--- src/rtl/core/mvsf_pkg.sv ---
// Types, constants and helper functions of the memory value scan filter.
package mvsf_pkg;

  localparam int SLOT_W      = 12;
  localparam int SLOT_COUNT  = 1 << SLOT_W;
  localparam int COUNT_W     = SLOT_W + 1;
  localparam int DATA_W      = 32;
  localparam int CFG_IDX_W   = 2;

  localparam int QUEUE_DEPTH = 4;
  localparam int QPTR_W      = $clog2(QUEUE_DEPTH);
  localparam int QCNT_W      = QPTR_W + 1;

  localparam int OUT_DEPTH   = 4;
  localparam int OPTR_W      = $clog2(OUT_DEPTH);
  localparam int OCNT_W      = OPTR_W + 1;

  // Register indexes of the configuration port.
  localparam logic [CFG_IDX_W-1:0] CFG_SCAN_MODE     = 2'd0;
  localparam logic [CFG_IDX_W-1:0] CFG_ELEMENT_WIDTH = 2'd1;
  localparam logic [CFG_IDX_W-1:0] CFG_TARGET_VALUE  = 2'd2;

  // Element width codes; any other code means four bytes.
  localparam logic [1:0] WIDTH_BYTE = 2'd0;
  localparam logic [1:0] WIDTH_HALF = 2'd1;
  localparam logic [1:0] WIDTH_WORD = 2'd2;

  typedef enum logic [1:0] {
    MODE_ANY = 2'd0,
    MODE_EQ  = 2'd1,
    MODE_INC = 2'd2,
    MODE_DEC = 2'd3
  } scan_mode_t;

  typedef struct packed {
    logic [SLOT_W-1:0] slot_index;
    logic [DATA_W-1:0] sample;
    logic              first_of_pass;
  } scan_item_t;

  typedef struct packed {
    logic               still_candidate;
    logic [COUNT_W-1:0] candidates_so_far;
    logic               pass_skipped;
  } scan_result_t;

  typedef struct packed {
    scan_mode_t        scan_mode;
    logic [1:0]        element_width;
    logic [DATA_W-1:0] target_value;
  } cfg_t;

  // Item as classified by the front end.
  typedef struct packed {
    logic [SLOT_W-1:0] slot_index;
    logic [DATA_W-1:0] sample;
    logic [DATA_W-1:0] now_value;
    logic              first_of_pass;
    logic              eq_hit;
  } work_t;

  function automatic logic [DATA_W-1:0] cut_to_width(input logic [1:0] width,
                                                    input logic [DATA_W-1:0] value);
    logic [DATA_W-1:0] r;
    begin
      r = value;
      if (width == WIDTH_BYTE) begin
        r = {{(DATA_W-8){1'b0}}, value[7:0]};
      end else if (width == WIDTH_HALF) begin
        r = {{(DATA_W-16){1'b0}}, value[15:0]};
      end
      return r;
    end
  endfunction

endpackage

--- src/rtl/core/mvsf_queue.sv ---
// Short register queue of classified items between front end and back end.
module mvsf_queue (
  input  logic            clk,
  input  logic            rst,
  input  logic            in_valid,
  output logic            in_ready,
  input  mvsf_pkg::work_t in_work,
  output logic            out_valid,
  input  logic            out_ready,
  output mvsf_pkg::work_t out_work
);

  mvsf_pkg::work_t                  slots [mvsf_pkg::QUEUE_DEPTH];
  logic [mvsf_pkg::QPTR_W-1:0]      wr_ptr;
  logic [mvsf_pkg::QPTR_W-1:0]      rd_ptr;
  logic [mvsf_pkg::QCNT_W-1:0]      count;
  logic                             do_push;
  logic                             do_pop;

  assign in_ready  = (count != mvsf_pkg::QCNT_W'(mvsf_pkg::QUEUE_DEPTH));
  assign out_valid = (count != '0);
  assign do_push   = in_valid && in_ready;
  assign do_pop    = out_valid && out_ready;
  assign out_work  = slots[rd_ptr];

  always_ff @(posedge clk) begin
    if (rst) begin
      wr_ptr <= '0;
      rd_ptr <= '0;
      count  <= '0;
    end else begin
      if (do_push) begin
        wr_ptr <= wr_ptr + mvsf_pkg::QPTR_W'(1);
      end
      if (do_pop) begin
        rd_ptr <= rd_ptr + mvsf_pkg::QPTR_W'(1);
      end
      if (do_push && !do_pop) begin
        count <= count + mvsf_pkg::QCNT_W'(1);
      end else if (do_pop && !do_push) begin
        count <= count - mvsf_pkg::QCNT_W'(1);
      end
    end
  end

  always_ff @(posedge clk) begin
    if (do_push) begin
      slots[wr_ptr] <= in_work;
    end
  end

endmodule

--- config.mk ---
export PLATFORM = sky130hd
export DESIGN_NAME = mvsf_queue
export DESIGN_NICKNAME = d
export VERILOG_FILES = /design/src/rtl/core/mvsf_pkg.sv /design/src/rtl/core/mvsf_queue.sv
export SDC_FILE = /design/constraint.sdc
export NUM_CORES = 1
export LEC_CHECK = 0
export ABC_CLOCK_PERIOD_IN_PS = 9300
export BUFFER_PORTS_ARGS = -buffer_cell sky130_fd_sc_hd__buf_4
export CORE_ASPECT_RATIO = 1.25
export CORE_UTILIZATION = 61
export DETAILED_ROUTE_END_ITERATION = 10
export PLACE_DENSITY = 0.92
export SYNTH_ARGS = -nofsm -noshare
export SYNTH_HDL_FRONTEND = slang
export SYNTH_SLANG_ARGS = --single-unit
--- constraint.sdc ---
create_clock -name clk -period 9.3 [get_ports clk]
set_clock_uncertainty 0.2 [all_clocks]
set_input_delay 0.93 -clock clk [delete_from_list [all_inputs] [get_ports clk]]
set_output_delay 0.93 -clock clk [all_outputs]
set_load 0.1 [all_outputs]
==> flow_metrics.tcl <==
set metrics [dict create \
    finalCriticalPeriod_ps 4190 \
    cp-start-kind "flop" \
    cts_made_buffers 29 \
    area_growth_pct 20.4 \
    synthDistinctLibCells 24 \
    clock-sinks 321 \
    io_pins 162 \
    grt_pass1_vias 5593 \
    clk_latency_ps 540 \
    cts.hold.buffers_added 0 \
    fin_tns_setup_ps 0 \
    crit_chain "buf_4 -> mux4_2 -> buf_4" \
    cpMostUsedCell "buf_4" \
    cts_resized 0 \
    grt_usage 0.219 \
    critPathMaxStageDelay_ps 880 \
    avgRoutedWirePerCell_um 23.8 \
    initial_core_util 0.625 \
    syn_area_um2 11700 \
    slew_viol_final 0 \
    grt_max_degree 79 \
    crit_arrival_ps 3060 \
    critPathTopFamily "buffers and inverters" \
    yosysWarnings 0 \
    antenna_found_initial 1 \
    rows 56 \
    viasPerCell 5.96 \
    grt_setup_unrepaired "no" \
    portBuffers 161 \
    via_count 5299 \
    fp.dieH_um 157 \
    final_util 0.753 \
    fillCellCount 979 \
    root_buffer "clkbuf_16" \
    path_buf_inv 2 \
    max_freq_mhz 239 \
    first_pass_iters 5 \
    coreArea_um2 18800 \
    ant_nets 0 \
    dieWidth_um 126 \
    worstReg2RegEnd "slots[2][34]" \
    grt_overflow 0 \
    drt-total-wl_mm 21.1 \
    cts_setup_buffers 0 \
    critPathMaxFanout 53 \
    ys_seq_area_frac 0.813 \
    finalHoldViolCount 0 \
    gp_congestion 0.738 \
    status "finished clean" \
    crit_required_ps 8170 \
    place_hpwl_mm 11.9 \
    worst_slew_pin_slew_ps 1150 \
    clk_pin_slew_ps 70 \
    htreeDepth 1 \
    maxSlewHeadroom 0.230 \
    syn_avg_cell_area_um2 25.7 \
    critPathKind "reg2out" \
    dr.first_iter.drc_count 402 \
    cts_max_path_buffers 3 \
    cp-endpoint "out_work[77]" \
    ys_ff_latch 321 \
    setup_viol 0 \
    slowest_stage "buf_4" \
    drive_gt1_frac 0.459 \
    synth_nets 544 \
    nets 722 \
    grt_pass1_wl_mm 31.9 \
    cts_tree "done" \
    holdWs_ps 358 \
    cp.depth 3 \
    maxCapViolCount 0 \
    dieArea_um2 19800 \
    synth_cells 456 \
    post-route-drc-count 0 \
    crit_path_end_kind "primary output" \
    r2r_cells 4 \
    fin_crit_sh 0.450 \
    hold_class "reg2reg" \
    reg2reg_slack_ps 6510 \
    r2r-start "count[0]" \
]
==> layer usage <==
metal	up-vias	global-route usage	wire length (um)
met2	247	0.388	11500
met5	-	0	0
met1	2725	0.277	7730
met3	28	0.0523	1610
li1	2299	-	-
met4	0	0.0539	284
==> final cells by class <==
class / count / area, um2 / area share
tap: 232 / 290 / 0.0205
multi-input combinational: 113 / 2040 / 0.144
clock inverter: 18 / 220 / 0.0156
antenna: 1 / 2.50 / 0.000177
clock buffer: 35 / 768 / 0.0544
inverter: 3 / 11.3 / 0.000797
timing repair buffer: 166 / 1250 / 0.0882
sequential: 321 / 9560 / 0.676
==> state kept, by name, summed over array words and instances, names as in the netlist, named ones only <==
name / flops
count: 3
wr_ptr: 2
rd_ptr: 2
slots: 312
==> worst register-to-register path: cells and delay by family, from the launching register on <==
kind / cells / cell delay, ps
and+or+nand+nor: 2 / 650
buffers and inverters: 1 / 640
DFF: 1 / 460
AOI/OAI and AO/OA: 1 / 390
==> cell usage in the layout, fill, tap and decap left out <==
cell          n
nand2_1       1
nor2_1        8
fa_1          1
xor2_1        4
o31ai_1       1
o21ai_0       1
clkbuf_8      2
dfxtp_4       2
mux2_2        1
diode_2       1
mux2i_1       2
clkinvlp_4    2
ha_1          5
and2_4        4
edfxtp_1    312
bufinv_16     5
a21oi_1       1
clkbuf_1      4
mux4_2       78
a21boi_2      1
dfxtp_1       7
o311ai_0      1
nand2b_1      2
inv_1         3
clkbuf_16    29
clkinv_2     11
buf_4       166
or3_1         2
==> worst min-delay path by stage <==
stage,startpoint,end,cells past startpoint
floorplan,wr_ptr[1],wr_ptr[1],2
global placement,wr_ptr[1],wr_ptr[1],2
finish,wr_ptr[1],wr_ptr[1],2
CTS,wr_ptr[1],wr_ptr[1],2
detailed placement,wr_ptr[1],wr_ptr[1],2
global route,in_work[68],slots[0][68],1
==> through the flow <==
step           worst slack [ps]  area, um2  std cells
3_5_place_dp               5560      13100        835
2_1_floorplan              5600      11700        456
3_3_place_gp               5570      13100        835
5_1_grt                    4850      14100        888
6_report                   5110      14100        889
4_1_cts                    4990      14100        888
==> cells by family after synthesis <==
group,after synthesis,share of synthesized area
compound gates,5,0.00320
fa+ha+maj,6,0.00703
xor+xnor,4,0.00298
simple gates,17,0.00714
mux,81,0.152
buf+inv,22,0.0139
flops,321,0.813
==> cells in the mapped netlist <==
cell / number / share of area
and2_1: 4 / 0.0021
o21ai_0: 1 / 0.00043
mux2_2: 1 / 0.00096
fa_1: 1 / 0.0017
nand2_1: 1 / 0.00032
o311ai_0: 1 / 0.00075
a21boi_2: 1 / 0.00096
mux2i_1: 2 / 0.0017
clkbuf_1: 6 / 0.0019
edfxtp_1: 312 / 0.80
dfxtp_1: 9 / 0.015
or3_1: 2 / 0.0011
nand2b_1: 2 / 0.0011
inv_1: 3 / 0.00096
a21oi_1: 1 / 0.00043
o31ai_1: 1 / 0.00064
xor2_1: 4 / 0.0030
nor2_1: 8 / 0.0026
buf_2: 4 / 0.0017
buf_4: 5 / 0.0032
buf_6: 1 / 0.00096
buf_12: 3 / 0.0051
ha_1: 5 / 0.0053
mux4_2: 78 / 0.15
Power is left out: the tool's default activity adds up to more than one toggle a clock period on the data nets, which glitch-free logic cannot reach.
