$ cat src/rtl/core/mvsf_pkg.sv
// Types, constants and helper functions of the memory value scan filter.
package mvsf_pkg;

  localparam int SLOT_W      = 12;
  localparam int SLOT_COUNT  = 1 << SLOT_W;
  localparam int COUNT_W     = SLOT_W + 1;
  localparam int DATA_W      = 32;
  localparam int CFG_IDX_W   = 2;

  localparam int QUEUE_DEPTH = 4;
  localparam int QPTR_W      = $clog2(QUEUE_DEPTH);
  localparam int QCNT_W      = QPTR_W + 1;

  localparam int OUT_DEPTH   = 4;
  localparam int OPTR_W      = $clog2(OUT_DEPTH);
  localparam int OCNT_W      = OPTR_W + 1;

  // Register indexes of the configuration port.
  localparam logic [CFG_IDX_W-1:0] CFG_SCAN_MODE     = 2'd0;
  localparam logic [CFG_IDX_W-1:0] CFG_ELEMENT_WIDTH = 2'd1;
  localparam logic [CFG_IDX_W-1:0] CFG_TARGET_VALUE  = 2'd2;

  // Element width codes; any other code means four bytes.
  localparam logic [1:0] WIDTH_BYTE = 2'd0;
  localparam logic [1:0] WIDTH_HALF = 2'd1;
  localparam logic [1:0] WIDTH_WORD = 2'd2;

  typedef enum logic [1:0] {
    MODE_ANY = 2'd0,
    MODE_EQ  = 2'd1,
    MODE_INC = 2'd2,
    MODE_DEC = 2'd3
  } scan_mode_t;

  typedef struct packed {
    logic [SLOT_W-1:0] slot_index;
    logic [DATA_W-1:0] sample;
    logic              first_of_pass;
  } scan_item_t;

  typedef struct packed {
    logic               still_candidate;
    logic [COUNT_W-1:0] candidates_so_far;
    logic               pass_skipped;
  } scan_result_t;

  typedef struct packed {
    scan_mode_t        scan_mode;
    logic [1:0]        element_width;
    logic [DATA_W-1:0] target_value;
  } cfg_t;

  // Item as classified by the front end.
  typedef struct packed {
    logic [SLOT_W-1:0] slot_index;
    logic [DATA_W-1:0] sample;
    logic [DATA_W-1:0] now_value;
    logic              first_of_pass;
    logic              eq_hit;
  } work_t;

  function automatic logic [DATA_W-1:0] cut_to_width(input logic [1:0] width,
                                                    input logic [DATA_W-1:0] value);
    logic [DATA_W-1:0] r;
    begin
      r = value;
      if (width == WIDTH_BYTE) begin
        r = {{(DATA_W-8){1'b0}}, value[7:0]};
      end else if (width == WIDTH_HALF) begin
        r = {{(DATA_W-16){1'b0}}, value[15:0]};
      end
      return r;
    end
  endfunction

endpackage

$ cat src/rtl/core/mvsf_front.sv
// Front end: accept items, truncate the sample and precompute the target match.
module mvsf_front (
  input  logic                clk,
  input  logic                rst,
  input  logic                push,
  output logic                full,
  input  mvsf_pkg::scan_item_t scan_item,
  input  mvsf_pkg::cfg_t      cfg,
  input  logic                busy,
  output logic                out_valid,
  input  logic                out_ready,
  output mvsf_pkg::work_t     out_work
);

  logic               hold_valid;
  mvsf_pkg::work_t    hold;
  mvsf_pkg::work_t    classified;
  logic               accept;

  always_comb begin
    classified.slot_index    = scan_item.slot_index;
    classified.sample        = scan_item.sample;
    classified.first_of_pass = scan_item.first_of_pass;
    classified.now_value     = mvsf_pkg::cut_to_width(cfg.element_width, scan_item.sample);
    classified.eq_hit        = (classified.now_value == cfg.target_value);
  end

  // Unless busy, take a new item when the holding stage is empty or drains this cycle.
  assign full   = busy || (hold_valid && !out_ready);
  assign accept = push && !full;

  always_ff @(posedge clk) begin
    if (rst) begin
      hold_valid <= 1'b0;
    end else if (accept) begin
      hold_valid <= 1'b1;
    end else if (out_ready) begin
      hold_valid <= 1'b0;
    end
  end

  always_ff @(posedge clk) begin
    if (accept) begin
      hold <= classified;
    end
  end

  assign out_valid = hold_valid;
  assign out_work  = hold;

endmodule

$ cat config.mk
export PLATFORM = sky130hd
export DESIGN_NAME = mvsf_front
export DESIGN_NICKNAME = d
export VERILOG_FILES = /design/src/rtl/core/mvsf_pkg.sv /design/src/rtl/core/mvsf_front.sv
export SDC_FILE = /design/constraint.sdc
export NUM_CORES = 1
export LEC_CHECK = 0
export ABC_AREA = 1
export BUFFER_PORTS_ARGS = -buffer_cell sky130_fd_sc_hd__buf_4
export CORE_MARGIN = 2
export CORE_UTILIZATION = 38
export DETAILED_ROUTE_END_ITERATION = 16
export PLACE_DENSITY_LB_ADDON = 0.15
export SETUP_SLACK_MARGIN = 0.5
export SYNTH_ARGS = -nofsm -noshare
export SYNTH_HDL_FRONTEND = slang
export SYNTH_SLANG_ARGS = --single-unit
$ cat constraint.sdc
create_clock -name clk -period 7.8 [get_ports clk]
set_clock_uncertainty 0.05 [all_clocks]
set_input_delay 1.56 -clock clk [delete_from_list [all_inputs] [get_ports clk]]
set_output_delay 1.56 -clock clk [all_outputs]
set_load 0.1 [all_outputs]
==> out/metrics.csv, run 1 <==
stage,metric,value,unit
run_status,outcome,completed,
pwr,pwr-share-seq,46.1,%
clock_tree,clock-sinks,71,
placed_design,dp_hpwl,4690,µm
placed_design,port_buffers,163,
flow_run,maxCapViolations,0,
pwr,clkPwrFrac,28.8,%
critical_path,path_cells,buf_4 -> nor2_1 -> or2_2 -> buf_4,
sta,post-route-period-util,49.4,%
grt,grt.overflow.total,0,
critical_path,path_max_fanout,2,
critical_path,required,6.19,ns
drt,wl_per_cell,12.3,µm
grt,busiest_layer,met2,
grt,grt_antenna_before_repair,0,
finish,area_delta_synth_final,50.2,%
clock_tree,cts_tree,done,
clock_tree,cts_buffers,9,
finish,diodes,0,
drt,dr.pass1.iters,4,
pwr,peakVddDrop,0.000104,V
logic_synthesis,synth.top_cell.area_share,71.5,%
sta,relSlewSlack,37.3,%
finish,nFillCells,671,
sta,worst_slew_pin_slew,0.938,ns
placed_design,place.gp.congestion,0.717,
pwr,intPower,650,µW
hold_path,hold_class,flip-flop to flip-flop,
pwr,leakage,2.06,nW
finish,post-route-cell-area,4420,µm²
hold_path,min_from,out_valid,
pwr,p_sw_share,32.6,%
critical_path,crit_start,out_ready,
hold_path,hold-path-cell-count,4,
logic_synthesis,syn_nets,317,
floorplan,rows,32,
clock_tree,postCtsHoldBufs,0,
clock_tree,insertion_delay,0.32,ns
logic_synthesis,syn_area,2940,µm²
critical_path,cp-end-kind,output port,
clock_tree,post_cts_buffers,0,
clock_tree,cts.repair.resized,0,
pwr,power.density,219,nW/µm²
floorplan,die_w,91.9,µm
critical_path,reg2reg_depth,5,
drt,drc_errors,0,
drt,viasPerCell,4.23,
critical_path,worstReg2RegEnd,out_work[13],
grt,grt_use_met1,17.0,%
sta,finalHoldViolCount,0,
logic_synthesis,ys_top_cells_by_area,"edfxtp_1, nand2_1, inv_1",
critical_path,crit_cells,4,
logic_synthesis,synth_warnings,0,
drt,ant_nets,0,
logic_synthesis,synth-seq-cells,71,
clock_tree,htreeDepth,3,
grt,first_global_vias,2073,
pwr,power_frac_comb,25.1,%
critical_path,cp.arrival,2.24,ns
sta,max_freq,260,MHz
floorplan,coreArea,7610,µm²
critical_path,crit_slowest_cell,buf_4,
clock_tree,cts_buffer_depth,2,
sta,tns,0,ns
grt,grt_max_degree,39,
placed_design,placed_cell_area,4230,µm²
logic_synthesis,yosysTopAreaCell,edfxtp_1,
critical_path,worst-path-buf-inv,2,
grt,grt_pass1_wl,9560,µm
finish,layout-drive-gt1-share,47.1,%
sta,min_period,3.85,ns
critical_path,path_delay_family,buffers and inverters,
pwr,p_total,965,µW
floorplan,die_h,91.9,µm
critical_path,critPathLaunchType,input pin,
floorplan,boundaryPins,166,
logic_synthesis,synth_cell_type_count,18,
critical_path,crit_top_cell,buf_4,
drt,vias,2129,
pwr,p_sw,314,µW
logic_synthesis,synth_area_per_cell,12.7,µm²
critical_path,endpoint,full,
floorplan,start_util,38.6,%
drt,initialDrtViolationCount,57,
clock_tree,clkTransAtPathRegs,0.07,ns
sta,rsz0062_at_grt,no,
critical_path,r2r-start,out_valid,
grt,grtUsageMet2,25.4,%
clock_tree,cts-root-buf,clkbuf_8,
floorplan,dieArea,8450,µm²
critical_path,cpPeakStageDelay,0.29,ns
critical_path,rrSetupSlack,5.36,ns
logic_synthesis,synthCells,231,
drt,wl,6190,µm
logic_synthesis,ys_seq_area_share,72.2,%
sta,finalSetupViolations,0,
grt,grt_use_met3,4.19,%
finish,finalNetCount,482,
critical_path,path_class,input pin to output port,
sta,final-max-slew-violation-count,0,
grt,grt_use_total,14.8,%
==> cell usage after synthesis <==
cell type	number
o21bai_1	5
nand3_1	5
or2_2	1
o21ai_0	2
inv_2	3
buf_6	1
inv_1	36
buf_4	9
nand2_1	49
nor2_2	5
nand2_2	1
edfxtp_1	70
nor2_8	1
nand3b_1	1
xor2_1	9
dfxtp_1	1
xnor2_1	13
nor2_1	19
==> metrics by stage <==
step	instances	util, %	hold slack, ns	setup slack, ns
5_1_grt	503	58.0	0.618	3.88
2_1_floorplan	231	-	0.960	2.09
6_report	503	58.0	0.557	3.95
3_5_place_dp	487	55.6	0.549	3.94
4_1_cts	503	58.0	0.561	3.94
3_3_place_gp	487	55.6	0.546	3.96
==> power groups by stage <==
stage / Clock [mW] / Combinational, mW / Sequential [mW]
after global routing: 0.302 / 0.254 / 0.446
after detailed placement: 0 / 0.244 / 0.453
after floorplan: 0 / 0.0540 / 0.575
final: 0.278 / 0.242 / 0.445
after global placement: 0 / 0.242 / 0.453
after CTS: 0.289 / 0.244 / 0.445
==> cells by family after synthesis <==
family                    count (synthesis)  share of synthesized area (%)
buffers and inverters                    49                           7.66
AOI/OAI and AO/OA                         7                           1.62
xor gates and xnor gates                 22                           6.56
DFF                                      71                           72.2
and+or+nand+nor                          82                           12.0
==> worst register-to-register path: stages (launching register included) <==
cell and delay, ns:
dfxtp_1 0.32, inv_1 0.05, nor2_1 0.04, or2_2 0.30, nor2_4 0.72, buf_4 0.59
==> state kept, by name, summed over array words and instances (netlist names) <==
signal	flops
out_work	70
out_valid	1
==> how the worst min path moves through the flow <==
stage           endpoint  slack (ns)
2_1_floorplan  out_valid        0.96
3_3_place_gp   out_valid        0.55
3_5_place_dp   out_valid        0.55
4_1_cts        out_valid        0.56
5_1_grt        out_valid        0.62
6_report       out_valid        0.56
==> metal layers <==
metal  share of wire, %  vias up
met5                  0        -
met4                2.1        0
met3                9.4       11
met2                 51       96
met1                 38      957
li1                   -     1065
==> cells in the final DEF (no fill, tap or decap) <==
master,count
dfxtp_1,1
nor2_2,5
nand2_1,49
clkbuf_1,1
inv_2,3
o21ai_0,2
nor2_8,1
bufinv_16,1
nand3_1,5
edfxtp_1,70
inv_1,36
clkinvlp_4,2
nor2_4,1
xnor2_1,13
or2_2,1
nand2_2,1
clkinv_4,1
buf_4,164
nand3b_1,1
clkbuf_8,9
o21bai_1,5
nor2_1,18
xor2_1,9
clkinv_1,2
==> area by class of cell <==
| cell class | instances | area [µm²] | share of cell area (%) |
|---|---|---|---|
| clock inverters | 6 | 61.3 | 1.39 |
| well taps | 102 | 128 | 2.89 |
| multi-input cells | 111 | 599 | 13.6 |
| clock buffers | 10 | 128 | 2.89 |
| inverters | 39 | 146 | 3.32 |
| flip-flops and latches | 71 | 2120 | 48.1 |
| repair buffers | 164 | 1230 | 27.9 |
(Power assumes the default switching activity.)
==> run 2: changes to the inputs <==
==> constraint.sdc (replaced) <==
create_clock -name clk -period 3.95 [get_ports clk]
set_clock_uncertainty 0.05 [all_clocks]
set_input_delay 0.79 -clock clk [delete_from_list [all_inputs] [get_ports clk]]
set_output_delay 0.79 -clock clk [all_outputs]
set_load 0.1 [all_outputs]
==> run 2 against run 1 <==
Register-to-register slack got worse by 3.1 ns. Global-route usage rose by 0.24 points. Sequential power grew 97%. Critical endpoint unchanged. Cell count grew 0.20%. Critical path depth unchanged. Via count is 0.19% lower. Largest cell class unchanged. Core utilization down 0.13 points. Total power increased by 93%. Critical path type unchanged.
==> out/metrics.csv, run 2 (synthesis gave the netlist of run 1 again) <==
stage,metric,value,unit
critical_path,path_delay_family,buffers and inverters,
critical_path,path_class,input pin to output port,
placed_design,port_buffers,163,
critical_path,path_max_fanout,2,
critical_path,path_cells,buf_4 -> nor2_1 -> or2_2 -> buf_4,
floorplan,coreArea,7610,µm²
grt,grt_use_total,15.1,%
run_status,outcome,completed,
critical_path,worst-path-buf-inv,2,
drt,vias,2125,
finish,area_delta_synth_final,49.9,%
critical_path,crit_slowest_cell,buf_4,
drt,dr.pass1.iters,4,
critical_path,cp.arrival,1.48,ns
grt,first_global_vias,2083,
finish,largest_reg_flops,70,
sta,relSlewSlack,67.9,%
floorplan,boundaryPins,166,
critical_path,crit_top_cell,buf_4,
drt,ant_nets,0,
floorplan,dieArea,8450,µm²
clock_tree,postCtsHoldBufs,0,
placed_design,dp_hpwl,4690,µm
grt,grt_antenna_before_repair,0,
drt,initialDrtViolationCount,34,
clock_tree,post_cts_buffers,0,
sta,finalSetupViolations,0,
clock_tree,htreeDepth,3,
sta,final-max-slew-violation-count,0,
sta,post-route-period-util,58.8,%
sta,worst_slew_pin_slew,0.482,ns
clock_tree,clock-sinks,71,
floorplan,start_util,38.6,%
pwr,p_total,1.86,mW
grt,grt_max_degree,39,
clock_tree,clkTransAtPathRegs,0.07,ns
drt,wl_per_cell,12.3,µm
pwr,leakage,2.07,nW
sta,rsz0062_at_grt,no,
placed_design,place.gp.congestion,0.721,
floorplan,die_w,91.9,µm
critical_path,cp-end-kind,output port,
floorplan,rows,32,
clock_tree,cts_buffer_depth,2,
flow_run,maxCapViolations,0,
drt,viasPerCell,4.22,
placed_design,dpl.cell_count,488,
clock_tree,cts_tree,done,
clock_tree,cts-root-buf,clkbuf_8,
grt,grt_pass1_wl,9780,µm
finish,final_common_cell,buf_4,
grt,grt.overflow.total,0,
finish,finalNetCount,483,
drt,wl,6220,µm
finish,layout-drive-gt1-share,47.8,%
finish,nFillCells,674,
critical_path,required,3.11,ns
floorplan,die_h,91.9,µm
clock_tree,cts.repair.resized,0,
clock_tree,cts_buffers,9,
finish,diodes,0,
finish,final_cells,504,
clock_tree,insertion_delay,0.32,ns
sta,min_period,2.32,ns
pwr,peakVddDrop,0.000190,V
critical_path,critPathLaunchType,input pin,
sta,tns,0,ns
sta,finalHoldViolCount,0,
hold_path,hold_class,flip-flop to flip-flop,
critical_path,cpPeakStageDelay,0.29,ns
sta,max_freq,430,MHz
finish,mostFrequentLayoutCells,"buf_4, edfxtp_1, nand2_1, inv_1, nor2_1",
pwr,power.density,422,nW/µm²
drt,drc_errors,0,
-- run 2: worst min-delay path, cell delays in order (launching register included) --
cell,delay (ns)
dfxtp_1,0.31
inv_1,0.05
nor2_1,0.04
o21bai_1,0.12
inv_1,0.03
-- run 2: power breakdown --
group	switching, mW	leakage, nW	internal, mW
clock network	0.274	0.0870	0.228
registers	0.00940	0.664	0.869
logic	0.351	1.32	0.127
-- run 2: cell type report --
class | count | area [µm²] | area share, %
clock buffer | 9 | 124 | 2.81
clock inverter | 7 | 47.5 | 1.08
inverter | 39 | 146 | 3.32
multi-input combinational | 111 | 599 | 13.6
sequential | 71 | 2120 | 48.2
tap | 102 | 128 | 2.90
timing repair buffer | 165 | 1240 | 28.1
-- run 2: per-stage QoR --
step	cell area [µm²]	util (%)	worst slack, ns	hold slack, ns
3_3_place_gp	4230	55.7	1.65	0.529
3_5_place_dp	4230	55.7	1.63	0.539
6_report	4410	57.9	1.63	0.550
2_1_floorplan	2950	-	1.01	0.839
5_1_grt	4410	57.9	1.56	0.555
4_1_cts	4410	57.9	1.62	0.554
-- run 2: metal layers --
layer  part of all wire (%)  GRT usage [%]
met1                     39           17.9
met2                     51           24.8
met3                    8.0           4.68
met4                    2.0           7.59
met5                      0              0
-- run 2: final timing paths --
kind | start | endpoint | depth (start not counted) | slack (ns)
worst max-delay path | out_ready | full | 4 | 1.63
worst min-delay path | out_valid | out_valid | 4 | 0.55
worst max register to register | out_valid | out_work[76] | 5 | 2.30
worst min register to register | out_valid | out_valid | 4 | 0.55
==> run 3: changes to the inputs <==
--- a/config.mk
+++ b/config.mk
@@ -5,7 +5,7 @@
 export SDC_FILE = /design/constraint.sdc
 export NUM_CORES = 1
 export LEC_CHECK = 0
-export ABC_AREA = 1
+export ABC_AREA = 0
 export BUFFER_PORTS_ARGS = -buffer_cell sky130_fd_sc_hd__buf_4
 export CORE_MARGIN = 2
 export CORE_UTILIZATION = 38
==> constraint.sdc (replaced) <==
create_clock -name clk -period 2 [get_ports clk]
set_clock_uncertainty 0.05 [all_clocks]
set_input_delay 0.4 -clock clk [delete_from_list [all_inputs] [get_ports clk]]
set_output_delay 0.4 -clock clk [all_outputs]
set_load 0.1 [all_outputs]
==> run 3 against run 2 <==
Global-route usage rose by 1.3 points. Largest cell class unchanged. Worst setup slack worse by 1.2 ns. Hold slack lost 0.40 ns. First-iteration DRC count rose by 62%. Highest routed layer unchanged. Register-to-register slack got worse by 1.8 ns. Critical path depth unchanged. Via count up 4.8%. Combinational power grew 110%. Clock power up 89%. Total power rose by 97%. Count of clock-buffer cells in the layout unchanged.
==> out/metrics.csv, run 3 <==
stage,metric,value,unit
grt,grt_pass1_wl,10600,µm
clock_tree,cts-root-buf,clkbuf_8,
sta,relSlewSlack,77.4,%
critical_path,cp.arrival,1.09,ns
hold_path,hold_class,input pin to flip-flop,
clock_tree,cts_buffers,9,
flow_run,maxCapViolations,0,
finish,area_delta_synth_final,52.3,%
logic_synthesis,ys_top_cells_by_area,"edfxtp_1, nor2b_1, xnor2_1",
critical_path,cp-end-kind,output port,
drt,wl,7090,µm
logic_synthesis,synthCells,206,
floorplan,rows,32,
grt,grt_antenna_before_repair,0,
placed_design,port_buffers,163,
logic_synthesis,syn_nets,292,
run_status,outcome,completed,
finish,layout-drive-gt1-share,52.6,%
sta,whs,0.151,ns
finish,final_core_util,59.7,%
grt,first_global_vias,2110,
clock_tree,clkTransAtPathRegs,0.07,ns
clock_tree,cts_tree,done,
finish,final_cells,480,
clock_tree,cts_buffer_depth,2,
critical_path,path_max_fanout,2,
sta,post-route-period-util,77.0,%
logic_synthesis,syn_area,3030,µm²
placed_design,dp_hpwl,5360,µm
finish,post-route-cell-area,4610,µm²
finish,mostFrequentLayoutCells,"buf_4, edfxtp_1, and2_1, nor2b_1, nand2b_1",
logic_synthesis,synth_cell_type_count,36,
drt,ant_nets,0,
clock_tree,htreeDepth,3,
floorplan,dieArea,8690,µm²
sta,min_period,1.54,ns
sta,max_freq,650,MHz
logic_synthesis,synth_area_per_cell,14.7,µm²
sta,rsz0062_at_grt,yes,
pwr,peakVddDrop,0.000383,V
clock_tree,clock-sinks,71,
logic_synthesis,synth-seq-cells,71,
drt,dr.pass1.iters,4,
finish,final_common_cell,buf_4,
sta,finalSetupViolations,0,
pwr,leakage,1.87,nW
sta,layout_setup_ws,0.461,ns
critical_path,r2r-start,out_valid,
critical_path,required,1.55,ns
placed_design,dpl.cell_count,463,
placed_design,preCtsSetupSlack,0.188,ns
logic_synthesis,synthMostInstantiatedCell,edfxtp_1,
finish,finalNetCount,460,
clock_tree,insertion_delay,0.33,ns
sta,final-max-slew-violation-count,0,
logic_synthesis,ys.flop_type,edfxtp_1,
sta,worst_slew_pin_slew,0.338,ns
critical_path,crit_start,out_valid,
sta,finalHoldViolCount,0,
logic_synthesis,async_flop_share,0,%
logic_synthesis,yosysTopAreaCell,edfxtp_1,
drt,drc_errors,0,
pwr,power.density,796,nW/µm²
critical_path,path_class,flip-flop to output port,
drt,viasPerCell,4.64,
drt,initialDrtViolationCount,55,
drt,wl_per_cell,14.8,µm
drt,vias,2226,
finish,largest_reg_flops,70,
critical_path,rrSetupSlack,0.52,ns
floorplan,boundaryPins,166,
grt,grt.overflow.total,0,
critical_path,worstReg2RegEnd,out_work[20],
logic_synthesis,synth_common_cells,"edfxtp_1, nor2b_1, and2_1",
logic_synthesis,synth.top_cell.area_share,69.5,%
finish,diodes,0,
placed_design,placed_cell_area,4370,µm²
logic_synthesis,ys_seq_area_share,70.1,%
grt,grt_use_total,16.3,%
floorplan,coreArea,7730,µm²
logic_synthesis,synth_edf_count,70,
critical_path,reg2reg_depth,6,
floorplan,die_w,93.2,µm
critical_path,critPathLaunchType,flip-flop,
logic_synthesis,synth_warnings,0,
placed_design,place.gp.congestion,0.797,
critical_path,endpoint,full,
floorplan,start_util,39.2,%
floorplan,die_h,93.2,µm
grt,grt_max_degree,42,
==> run 3: changes by cell type in the layout (fill, tap and decap cells not counted), sizes merged, moves of 4 or more <==
cell,previous run,this run
nand2b,0,13
nand3,5,0
and2,0,15
nand2,50,7
inv,40,5
o2111ai,0,5
xor2,9,1
o21bai,5,1
nor2,25,9
nor2b,0,16
==> run 3: power breakdown <==
part	total, mW	internal (mW)	switching [mW]
combinational	0.986	0.285	0.701
clock	0.949	0.437	0.512
sequential	1.73	1.71	0.0189
total	3.67	2.44	1.23
==> run 3: worst max-delay path, stage by stage, from the launching register on <==
cell	delay, ns
dfxtp_4	0.35
nand2b_4	0.06
nor2b_4	0.14
inv_2	0.05
buf_12	0.16
==> run 3: layer usage <==
metal / track usage, % / vias to the layer above / part of all wire (%)
met2: 27.3 / 94 / 50
met1: 18.9 / 1023 / 39
met5: 0 / - / 0
met4: 7.11 / 0 / 1.6
li1: - / 1099 / -
met3: 5.80 / 10 / 8.8
==> run 3: logic make-up (layout without fill, tap and decap cells) <==
group                     Yosys count  after routing  share of synthesized area (%)
and+or+nand+nor                    75             75                           15.0
DFF                                71             71                           70.1
AOI/OAI and AO/OA                  30             30                           8.10
buffers and inverters              18            190                           3.31
xor gates and xnor gates           12             12                           3.47
==> run 3: area by class of cell <==
type	count	area, µm²
timing repair buffer	169	1330
clock buffer	9	124
inverter	6	26.3
tap	102	128
fill	660	3120
multi-input combinational	117	838
clock inverter	6	38.8
sequential	71	2130
==> run 3: worst min path at each step <==
| stage | start | to | slack, ns | cells after the start |
|---|---|---|---|---|
| finish | rst | out_valid | 0.15 | 2 |
| global route | rst | out_valid | 0.14 | 2 |
| CTS | rst | out_valid | 0.14 | 2 |
| detailed placement | out_valid | out_valid | 0.46 | 2 |
| global placement | out_valid | out_valid | 0.45 | 2 |
| floorplan | rst | out_valid | 0.41 | 1 |
==> run 3: timing repair <==
item                       4_1_cts  5_1_grt
buffers inserted                 1        0
setup endpoints to repair        1       73
hold buffers                     0        0
cloned                           0        1
gates resized for setup          5        6
==> run 3: metrics by stage <==
step,setup TNS [ns],total power [mW]
after floorplan,-19.63,2.46
after global placement,0,2.73
after detailed placement,0,2.74
after CTS,0,3.69
after global routing,0,3.82
final,0,3.67
